## src/hdl/bel_pkg.sv

```systemverilog
// Shared types and constants for the breakpoint envelope lookup unit.
// Depends on nothing; every other file in hdl/ refers to it by scoped names.
package bel_pkg;

  localparam int BeatW   = 32;
  localparam int ValueW  = 32;
  localparam int CountW  = 7;
  localparam int IndexW  = 6;
  localparam int RegionW = 2;

  localparam logic CMD_WRITE = 1'b0;
  localparam logic CMD_QUERY = 1'b1;

  localparam logic [RegionW-1:0] REGION_INTERP = 2'd0;
  localparam logic [RegionW-1:0] REGION_FIRST  = 2'd1;
  localparam logic [RegionW-1:0] REGION_LAST   = 2'd2;

  typedef struct packed {
    logic [BeatW-1:0]         beat;
    logic signed [ValueW-1:0] value;
  } point_t;

  typedef struct packed {
    logic        start;
    logic [32:0] md;
    logic [32:0] mn;
    logic [31:0] den;
  } lerp_req_t;

  typedef struct packed {
    logic        done;
    logic        ovf;
    logic [32:0] mag;
  } lerp_rsp_t;

endpackage

```

## src/hdl/bel_point_mem.sv

```systemverilog
// Breakpoint table: one synchronous memory of (beat, value) entries.
// One write port and one read port with registered read data; uses bel_pkg.
module bel_point_mem #(
  parameter int Depth = 64,
  parameter int AddrW = 6
) (
  input  logic              clk,
  input  logic              we,
  input  logic [AddrW-1:0]  waddr,
  input  bel_pkg::point_t   wdata,
  input  logic              re,
  input  logic [AddrW-1:0]  raddr,
  output bel_pkg::point_t   rdata
);

  bel_pkg::point_t mem [Depth];

  always_ff @(posedge clk) begin
    if (we) begin
      mem[waddr] <= wdata;
    end
    if (re) begin
      rdata <= mem[raddr];
    end
  end

endmodule

```

## config.mk

```make
export PLATFORM = sky130hd
export DESIGN_NAME = bel_point_mem
export DESIGN_NICKNAME = d
export VERILOG_FILES = /design/src/hdl/bel_pkg.sv /design/src/hdl/bel_point_mem.sv
export SDC_FILE = /design/constraint.sdc
export NUM_CORES = 2
export LEC_CHECK = 0
export ABC_CLOCK_PERIOD_IN_PS = 14840
export BUFFER_PORTS_ARGS = -buffer_cell sky130_fd_sc_hd__buf_2
export CORE_ASPECT_RATIO = 1.2
export CORE_UTILIZATION = 60
export CTS_CLUSTER_DIAMETER = 50
export DETAILED_ROUTE_END_ITERATION = 10
export PLACE_DENSITY = 0.76
export SYNTH_ARGS = -nofsm -noshare
export SYNTH_HDL_FRONTEND = slang
export SYNTH_SLANG_ARGS = --single-unit
```

## constraint.sdc

```tcl
create_clock -name clk -period 14.84 [get_ports clk]
set_input_delay 0.742 -clock clk [delete_from_list [all_inputs] [get_ports clk]]
set_output_delay 0.742 -clock clk [all_outputs]
set_load 0.02 [all_outputs]
```

==> impl_metrics.py <==
metrics = {
    "status": {
        "status": "finished clean",
    },
    "timing": {
        "setup_viol": 0,
        "hold_viol_final": 0,
        "fin_crit_ps": 4530,
        "clock-skew-final_ps": 50.3,
        "grt_setup_unrepaired": "no",
        "slew_headroom_pct": 13.2,
        "slew_viol_final": 0,
        "worst_slew_pin_slew_ps": 1300,
        "max_freq_ghz": 0.221,
        "setup_slack_ps": 10310,
        "period_share_pct": 30.5,
        "setup_tns_ps": 0,
    },
    "clock_network": {
        "cts.sinks": 4160,
        "post_cts_resized": 0,
        "clock_path_buffers": 4,
        "cts_setup_buffers": 0,
        "cts_buffers": 393,
        "ctsHoldBuffers": 0,
        "htreeDepth": 5,
        "clk_pin_slew_ps": 60,
        "cts_root_buf": "clkbuf_16",
        "cts_tree": "yes",
        "clkLatencyLatePin_ps": 940,
    },
    "finish": {
        "drive_gt1_share_pct": 27.9,
        "multi_input_area_um2": 30800,
        "num-nets-final": 7043,
        "regArea_um2": 125000,
        "synthToLayoutAreaGrowth_pct": 11.6,
        "fill_cells": 15300,
    },
    "global_routing": {
        "grt_usage_pct": 33.7,
        "grt_remaining_overflow": 0,
        "grt_pass1_wl_um": 607000,
        "antenna_found_initial": 36,
        "grt_max_degree": 147,
        "grt_pass1_vias": 79400,
    },
    "yosys": {
        "syn_avg_cell_area_um2": 23.8,
        "synth_top_area_cell": "edfxtp_1",
        "yosys_warnings": 0,
        "synth_edf_count": 4160,
        "syn_nets": 6677,
        "ys_seq_area_share_pct": 79.6,
        "async_flop_share_pct": 0,
        "synth_ff_type": "edfxtp_1",
        "synth-seq-cells": 4160,
        "synthTopCellsByArea": "edfxtp_1 80%, mux4_2 15%, mux2i_1 0.86%",
        "yosys.area.top_type_share_pct": 79.6,
        "synth_cells": 6598,
        "synth_most_common_cell": "edfxtp_1",
        "ys_top_cells_by_count": "4160 x edfxtp_1, 1024 x mux4_2, 170 x buf_2",
        "synth_cell_types": 32,
        "syn_area_um2": 157000,
    },
    "routing": {
        "antenna_left": 0,
        "remaining_drc_errors": 0,
        "vias": 78300,
        "initialDrtViolationCount": 12400,
        "wl_um": 439000,
        "via_per_inst": 7.31,
        "first_pass_iters": 6,
        "wl_per_cell_um": 41.0,
    },
    "job": {
        "cap_violations": 0,
    },
    "critical_path": {
        "crit_arrival_ps": 5170,
        "cp_data_required_time_ps": 15480,
        "end_kind": "flop",
        "worst_setup_path_start_kind": "primary input",
        "timing.rr.start": "mem[38][45]",
        "startpoint": "raddr[0]",
        "crit_fanout": 103,
        "crit_type": "primary input to flop",
    },
    "power_and_ir_drop": {
        "p_switching_w": 0.00510,
        "p_per_area_nw_per_um2": 138,
        "netSwitchingFraction_pct": 21.1,
        "seqPwrFrac_pct": 54.0,
        "ir_drop_uv": 113,
        "p_int_w": 0.0191,
        "p_comb_share_pct": 4.5,
        "p_leak_nw": 54.5,
        "pwr-share-clk_pct": 41.5,
    },
    "min_path": {
        "hold_class": "primary input to flop",
        "worstHoldStart": "wdata[23]",
    },
    "floorplan": {
        "rows": 205,
        "die_y_um": 562,
        "fp.dieW_um": 469,
        "core-area_um2": 260000,
        "design.die.area_um2": 264000,
        "ios": 143,
        "start_util_pct": 60.4,
    },
    "placement": {
        "routabilityCongestion": 0.834,
        "place_hpwl_um": 216000,
        "portBuffers": 142,
        "dp_slack_ps": 9390,
    },
}
## power groups by stage
stage	Combinational (W)	Clock, W	Sequential [W]
after floorplan	0.000606	0	0.0133
after global placement	0.00104	0	0.0133
after detailed placement	0.00106	0	0.0133
after CTS	0.00108	0.0101	0.0131
after global routing	0.00113	0.0105	0.0131
final	0.00109	0.0100	0.0131
## cell type report
class | count | area share [%]
timing repair buffer | 341 | 1.34
antenna | 12 | 0.0171
inverter | 19 | 0.0407
sequential | 4160 | 71.3
tap | 3415 | 2.44
clock inverter | 252 | 1.44
multi-input combinational | 2049 | 17.6
clock buffer | 464 | 5.85
## path summary, 6_finish.rpt
kind | endpoint | slack [ps] | cells past startpoint
max | rdata[32] | 10310 | 9
min | mem[8][23] | 500 | 1
max reg2reg | rdata[45] | 12580 | 4
min reg2reg | rdata[32] | 920 | 4
## stage by stage
stage	cells	cell area (um2)	utilization, %	power [W]	hold WS (ps)
after floorplan	6598	157000	-	0.0139	841
after global placement	9984	162000	62.4	0.0144	890
after detailed placement	9984	162000	62.4	0.0144	908
final	10700	175000	67.4	0.0242	501
after CTS	10700	175000	67.4	0.0242	484
after global routing	10700	175000	67.4	0.0247	528
## layer usage
metal	up-vias	track usage, %	share of wire [%]
met2	6612	53.1	48
met1	41100	44.5	33
met4	28	17.5	6.0
met3	1352	7.56	13
li1	29300	-	-
met5	-	0	0.044
## logic make-up after synthesis
group	Yosys count	synth area share, %
multiplexers	1159	15.6
AND/OR/NAND/NOR	386	1.23
flip-flops	4160	79.6
AO/OA/AOI/OAI	504	2.47
buffers and inverters	389	1.18
## flip-flops by register name (all words and copies together), names as in the netlist
| signal | flops |
|---|---|
| mem | 4096 |
| rdata | 64 |
## worst max-delay path: stages
cell and delay, ps:
buf_12 430, buf_4 700, buf_12 620, buf_4 770, mux4_2 590, nor2b_1 160
a211oi_1 310, o22ai_1 230, and3_1 200
## layout by cell type (no fill, tap or decap), types with 5 or more instances in the layout
cell,count
edfxtp_1,4160
clkinv_2,64
or3_1,29
o22ai_1,83
or2_2,28
clkbuf_1,64
inv_1,19
clkinvlp_4,20
nor2_1,47
a22oi_1,168
diode_2,12
nand2b_1,8
a22o_1,88
buf_4,191
a211oi_1,62
clkinv_1,97
a2bb2oi_1,19
nor2_4,65
mux2i_1,135
clkbuf_16,400
inv_16,5
buf_2,138
bufinv_16,41
buf_12,10
and3_1,64
clkinv_8,8
clkinv_4,6
mux4_2,1024
nor2b_1,24
a41oi_1,26
o221ai_1,38
nand3_1,45
a31oi_1,18
nand2_1,55
Note: power is estimated with default switching activity, not from simulation.
