## src/hdl/bel_pkg.sv

```systemverilog
// Shared types and constants for the breakpoint envelope lookup unit.
// Depends on nothing; every other file in hdl/ refers to it by scoped names.
package bel_pkg;

  localparam int BeatW   = 32;
  localparam int ValueW  = 32;
  localparam int CountW  = 7;
  localparam int IndexW  = 6;
  localparam int RegionW = 2;

  localparam logic CMD_WRITE = 1'b0;
  localparam logic CMD_QUERY = 1'b1;

  localparam logic [RegionW-1:0] REGION_INTERP = 2'd0;
  localparam logic [RegionW-1:0] REGION_FIRST  = 2'd1;
  localparam logic [RegionW-1:0] REGION_LAST   = 2'd2;

  typedef struct packed {
    logic [BeatW-1:0]         beat;
    logic signed [ValueW-1:0] value;
  } point_t;

  typedef struct packed {
    logic        start;
    logic [32:0] md;
    logic [32:0] mn;
    logic [31:0] den;
  } lerp_req_t;

  typedef struct packed {
    logic        done;
    logic        ovf;
    logic [32:0] mag;
  } lerp_rsp_t;

endpackage

```

## src/hdl/bel_lerp_div.sv

```systemverilog
// Serial unit for the interpolation step: |d| * |num| / den, truncated.
// Two partial products, low and high, then one quotient bit per cycle; uses bel_pkg.
module bel_lerp_div (
  input  logic                clk,
  input  logic                rst,
  input  bel_pkg::lerp_req_t  req,
  output bel_pkg::lerp_rsp_t  rsp
);

  localparam int ProdW = 65;
  localparam int StepW = 7;

  typedef enum logic [2:0] {S_IDLE, S_MUL_LO, S_MUL_HI, S_DIV, S_DONE} state_t;

  state_t            state;
  logic [32:0]       md;
  logic [32:0]       mn;
  logic [31:0]       den;
  logic [ProdW-1:0]  dq;
  logic [31:0]       rem;
  logic [StepW-1:0]  step;

  logic [49:0]       mul_lo;
  logic [48:0]       mul_hi;
  logic [32:0]       sh;
  logic [32:0]       diff;
  logic              take;

  assign mul_lo = 50'(md) * 50'(mn[16:0]);
  assign mul_hi = 49'(md) * 49'(mn[32:17]);
  assign sh     = {rem, dq[ProdW-1]};
  assign take   = sh >= {1'b0, den};
  assign diff   = sh - {1'b0, den};

  always_ff @(posedge clk) begin
    if (rst) begin
      state <= S_IDLE;
    end else begin
      unique case (state)
        S_IDLE: begin
          if (req.start) begin
            md    <= req.md;
            mn    <= req.mn;
            den   <= req.den;
            state <= S_MUL_LO;
          end
        end
        S_MUL_LO: begin
          dq    <= ProdW'(mul_lo);
          state <= S_MUL_HI;
        end
        S_MUL_HI: begin
          dq    <= dq + (ProdW'(mul_hi) << 17);
          rem   <= '0;
          step  <= '0;
          state <= S_DIV;
        end
        S_DIV: begin
          rem  <= take ? diff[31:0] : sh[31:0];
          dq   <= {dq[ProdW-2:0], take};
          step <= step + StepW'(1);
          if (step == StepW'(ProdW - 1)) begin
            state <= S_DONE;
          end
        end
        S_DONE: begin
          state <= S_IDLE;
        end
        default: begin
          state <= S_IDLE;
        end
      endcase
    end
  end

  assign rsp.done = (state == S_DONE);
  assign rsp.ovf  = |dq[ProdW-1:33];
  assign rsp.mag  = dq[32:0];

endmodule

```

## config.mk

```make
export PLATFORM = sky130hd
export DESIGN_NAME = bel_lerp_div
export DESIGN_NICKNAME = d
export VERILOG_FILES = /design/src/hdl/bel_pkg.sv /design/src/hdl/bel_lerp_div.sv
export SDC_FILE = /design/constraint.sdc
export NUM_CORES = 2
export LEC_CHECK = 0
export BUFFER_PORTS_ARGS = -buffer_cell sky130_fd_sc_hd__buf_2
export CAP_MARGIN = 15
export CORE_MARGIN = 2
export CORE_UTILIZATION = 60
export DETAILED_ROUTE_END_ITERATION = 8
export MAX_ROUTING_LAYER = met4
export PLACE_DENSITY = 0.81
export REMOVE_ABC_BUFFERS = 1
export SETUP_SLACK_MARGIN = 0.4
export SYNTH_ARGS = -nofsm -noshare
export SYNTH_HDL_FRONTEND = slang
export SYNTH_SLANG_ARGS = --single-unit
export TNS_END_PERCENT = 20
```

## constraint.sdc

```tcl
create_clock -name clk -period 8.4 [get_ports clk]
set_input_delay 0.42 -clock clk [delete_from_list [all_inputs] [get_ports clk]]
set_output_delay 0.42 -clock clk [all_outputs]
set_load 0.005 [all_outputs]
```

==> results <==
- The fraction of synthesized area in multiplexers is 0.654%.
- The largest net degree at the start of global routing is 72.
- The cell depth of the worst setup path is 37.
- The startpoint identified for the worst register-to-register timing path is mn[21]$_DFFE_PP_.
- Each instance of the synthesized netlist takes up on average 9.04 um2.
- The highest attainable clock frequency is between 100 and 150 MHz.
- After Yosys synthesis, full adders, half adders and majority gates account for 47.3% of the synthesized area.
- Cells with a size suffix above 1 make up 13.4% of the layout.
- The via count of the first global-routing pass came to about 40000.
- After detailed routing, the number of remaining DRC violations is 2.
- The height of the die is 282 um.
- The largest single stage delay on the critical path is 0.55 ns.
- The number of port buffers is 135.
- Leaving out fill and tap cells, the most frequent cell in the layout is sky130_fd_sc_hd__inv_1.
- The tree built by TritonCTS fans out to 205 sinks.
- The number of failing hold endpoints at the final stage is 0.
- The slew at the pin closest to its max-slew limit is ~0.97 ns.
- The initial antenna violation count was 4.
- The CTS root buffer is sky130_fd_sc_hd__clkbuf_16.
- The area of the die is 0.0798 mm2.
- The required time of the worst setup path is 8.74 ns.
- The detail route stage leaves a number of antenna-violating nets equal to 0.
- The setup TNS after final layout is -0.196 ns.
- The cell family contributing the most delay on the critical path is adder cells.
- The share of the yosys chip area belonging to registers is about an eighth.
- Routability-driven placement finished with a final weighted congestion of about 0.98.
- The starting utilization of the core area is 60.3%.
- The number of DRC violations after detailed-routing iteration 0 is 2976.
- The sum of net half-perimeters after detailed placement is 97600 um.
- The clock network latency to the later pin of the worst-skew pair is 0.64 ns.
- Once placement completed, the tool counted placed cells totaling ~6300.
- The first detailed-routing pass took 9 iterations.
- Summing the areas of all xor and xnor instances in the mapped netlist gives 2.99% of the synthesized area.
- The global routing usage summed across all routing layers is 34.5%.
- Dividing the detail-routed wire length by the instance count gives a little over 20 um.
- The hold path depth is 1.
- The sum of routed wire length over all layers is 131000 um.
- The synthesized area is 0.0465 mm2.
- The synthesized netlist devotes 9.02% of its cell area to compound gates.
- In the synthesized netlist the dominant register cell turns out to be sky130_fd_sc_hd__edfxtp_1.
- The layout overhead on the synthesized area is 13.6%.
- The dominant combinational cell family by area after synthesis is adder cells.
- The run finished, with violations left.
- The via-per-instance ratio is 5.80.
- The gate count of the mapped netlist is 5146.
- At the end of the flow, the number of nets in the layout was 6747.
- The I/O pin count is between 100 and 150.
- Counting flops with a built-in enable in the synthesized netlist gives 202.
- The count of state elements after synthesis is 205.
- Summed over all layers, the global routing overflow is 0.
- The worst setup path is launched from a flop.
- The final instance count without filler cells is 6494.
- The data arrival time of the worst path is 8.88 ns.
- The number of slew-limit violations in the final report is 0.
- The synthesized netlist contains 97 unique library cells.
- The placeable core region is 0.0771 mm2.
- The setup slack of the worst register-to-register path is -0.14 ns.
- The most prevalent standard cell on the critical path is sky130_fd_sc_hd__fa_1.
- The highest-delay cell along the critical path is sky130_fd_sc_hd__fa_1.
- The TritonCTS clock tree is built.
- The endpoint identified for the worst register-to-register timing path is dq[64]$_DFFE_PP_.
- The first global-routing pass estimated 208000 um of wire.
- The worst setup margin is -0.135 ns.
- In this run the core area contains 102 standard-cell rows.
- In this run, CTS created clock tree buffers numbering 28.
- The worst reg-to-reg path cell count is 37.
- Of the available clock period, the critical path in the final layout requires 102%.
- The class of the most critical hold timing path is in2reg.
- The routed design could run at a clock period as short as approximately 8.5 ns.
- In the layout the commonest cells are sky130_fd_sc_hd__inv_1 (1004), sky130_fd_sc_hd__nand2_1 (886), sky130_fd_sc_hd__fa_1 (879), sky130_fd_sc_hd__and2_1 (320), sky130_fd_sc_hd__ha_1 (296).
- The synthesized netlist devotes between 10% and 20% of its cell area to simple gates.
- Setup repair after global routing could not meet its margin everywhere.
- The total buffers and inverters traversed by the critical path is 10.
- After clock tree synthesis, the clock-pin slew on the worst setup and hold paths is about 0.07 ns.
- The checks that failed: design-rule violations, negative setup slack.
- In this run the tightest slew margin relative to its limit is 35.3%.
- The clock arrives with 0.0655 ns of skew.
- The endpoint type of the worst setup path is a flop.
- The number of filler instances in the final layout is 5703.
- The number of maximum-capacitance violations is 0.
- The warning count from the yosys run is 0.
- The total via count after detailed routing is between 30000 and 40000.
- Setup violations remaining at the end of the flow were counted as 2.
- For this run, asynchronously set or reset flops after synthesis account for 0%.
- The startpoint-to-endpoint class of the critical path is reg2reg.
- CTS built an H-tree with a depth of 1.
- For hold timing, the worst endpoint is md[20]$_DFFE_PP_.
- The largest fanout on the critical path is 7.
- The worst-case clock buffer depth is 3.
- The die is between 200 and 300 um wide.
- The hold path startpoint is req[85].
worst reg2reg max path, delay by kind of cell, from the launching register on:
| kind | cells | cell delay, ns |
|---|---|---|
| adders and majority gates | 8 | 3.51 |
| AOI/OAI and AO/OA | 11 | 2.03 |
| buffers and inverters | 10 | 0.98 |
| DFF | 1 | 0.50 |
| and+or+nand+nor | 6 | 0.87 |
| xor gates and xnor gates | 2 | 0.39 |
layout make-up:
class                           instances  area [um2]  share of cell area (%)
Multi-Input combinational cell       3627       36100                    68.3
Sequential cell                       205        6130                    11.6
Timing Repair Buffer                  548        4550                    8.61
Inverter                             1017        3820                    7.22
Tap cell                             1040        1300                    2.46
Clock buffer                           34         743                    1.41
Clock inverter                         18         184                   0.348
Antenna cell                            5        12.5                  0.0237
flip-flops by register name, indices dropped and copies added, names as in the netlist:
name,count
step,7
dq,65
state,3
rem,32
md,33
mn,33
den,32
routing by layer:
layer  global-route usage [%]  vias up  wire, um
li1                         -    16400         -
met1                     41.4    18800     47400
met2                     55.1     1928     62500
met3                     6.23      576     12000
met4                     19.7        0      9140
met5                        -        -         0
worst max-delay path by stage:
stage,startpoint,to,slack (ns)
5_1_grt,mn[20]$_DFFE_PP_,dq[64]$_DFFE_PP_,-0.38
6_report,mn[21]$_DFFE_PP_,dq[64]$_DFFE_PP_,-0.14
3_3_place_gp,md[14]$_DFFE_PP_,dq[64]$_DFFE_PP_,-0.05
2_1_floorplan,md[25]$_DFFE_PP_,dq[64]$_DFFE_PP_,-0.09
4_1_cts,md[14]$_DFFE_PP_,dq[64]$_DFFE_PP_,0.19
3_5_place_dp,md[14]$_DFFE_PP_,dq[64]$_DFFE_PP_,-0.26
kinds of logic after synthesis:
logic type,count (synthesis)
flops,205
simple gates,1607
mux,30
buf+inv,1314
xor+xnor,157
fa+ha+maj,1219
compound gates,614
synth_stat cells (6+ instances only):
cell,count,area share [%]
sky130_fd_sc_hd__or3_1,12,0.16
sky130_fd_sc_hd__a21oi_1,180,1.9
sky130_fd_sc_hd__a21o_1,96,1.5
sky130_fd_sc_hd__buf_4,33,0.53
sky130_fd_sc_hd__nor3b_1,7,0.11
sky130_fd_sc_hd__inv_1,1017,8.2
sky130_fd_sc_hd__o21bai_1,24,0.39
sky130_fd_sc_hd__o21ai_0,101,1.1
sky130_fd_sc_hd__nand4_1,21,0.28
sky130_fd_sc_hd__nor3_1,20,0.22
sky130_fd_sc_hd__mux2i_1,27,0.58
sky130_fd_sc_hd__and4_1,10,0.19
sky130_fd_sc_hd__o21ai_1,11,0.12
sky130_fd_sc_hd__nor2b_1,27,0.36
sky130_fd_sc_hd__and2_1,326,4.4
sky130_fd_sc_hd__a31oi_1,16,0.22
sky130_fd_sc_hd__nand2b_1,29,0.39
sky130_fd_sc_hd__a211oi_1,25,0.40
sky130_fd_sc_hd__a22o_1,10,0.19
sky130_fd_sc_hd__nor4_1,11,0.15
sky130_fd_sc_hd__nand3_1,60,0.65
sky130_fd_sc_hd__or2_2,10,0.13
sky130_fd_sc_hd__nor2_1,134,1.1
sky130_fd_sc_hd__buf_2,10,0.11
sky130_fd_sc_hd__o21a_1,23,0.37
sky130_fd_sc_hd__o211ai_2,6,0.16
sky130_fd_sc_hd__xnor2_1,97,1.8
sky130_fd_sc_hd__and3_1,24,0.32
sky130_fd_sc_hd__fa_1,897,39
sky130_fd_sc_hd__o211ai_1,21,0.34
sky130_fd_sc_hd__xor2_1,59,1.1
sky130_fd_sc_hd__nand2_1,899,7.3
sky130_fd_sc_hd__ha_1,322,8.7
sky130_fd_sc_hd__nand3b_1,7,0.11
sky130_fd_sc_hd__o31ai_1,13,0.21
sky130_fd_sc_hd__edfxtp_1,202,13
sky130_fd_sc_hd__clkbuf_1,247,2.0
stage by stage:
stage                     util, %  hold slack [ns]  worst slack (ns)  cell area (um2)
after floorplan                 -            0.470           -0.0899            45300
after global placement       64.2            0.542           -0.0469            49500
after detailed placement     64.2            0.560            -0.256            49500
after CTS                    67.6         0.000490             0.186            52100
after global routing         68.6          0.00416            -0.375            52900
final                        68.6           0.0177            -0.135            52900
timing repair:
action,in CTS,in global routing
setup buffers,62,34
endpoints found under the setup margin,23,26
cloned,4,0
pin swaps,89,117
resized for setup,103,96
hold endpoints to repair,65,0
hold buffers,65,0
Power is not shown: default switching activity piles up to over one toggle a cycle in this logic, so the estimate is an artifact.
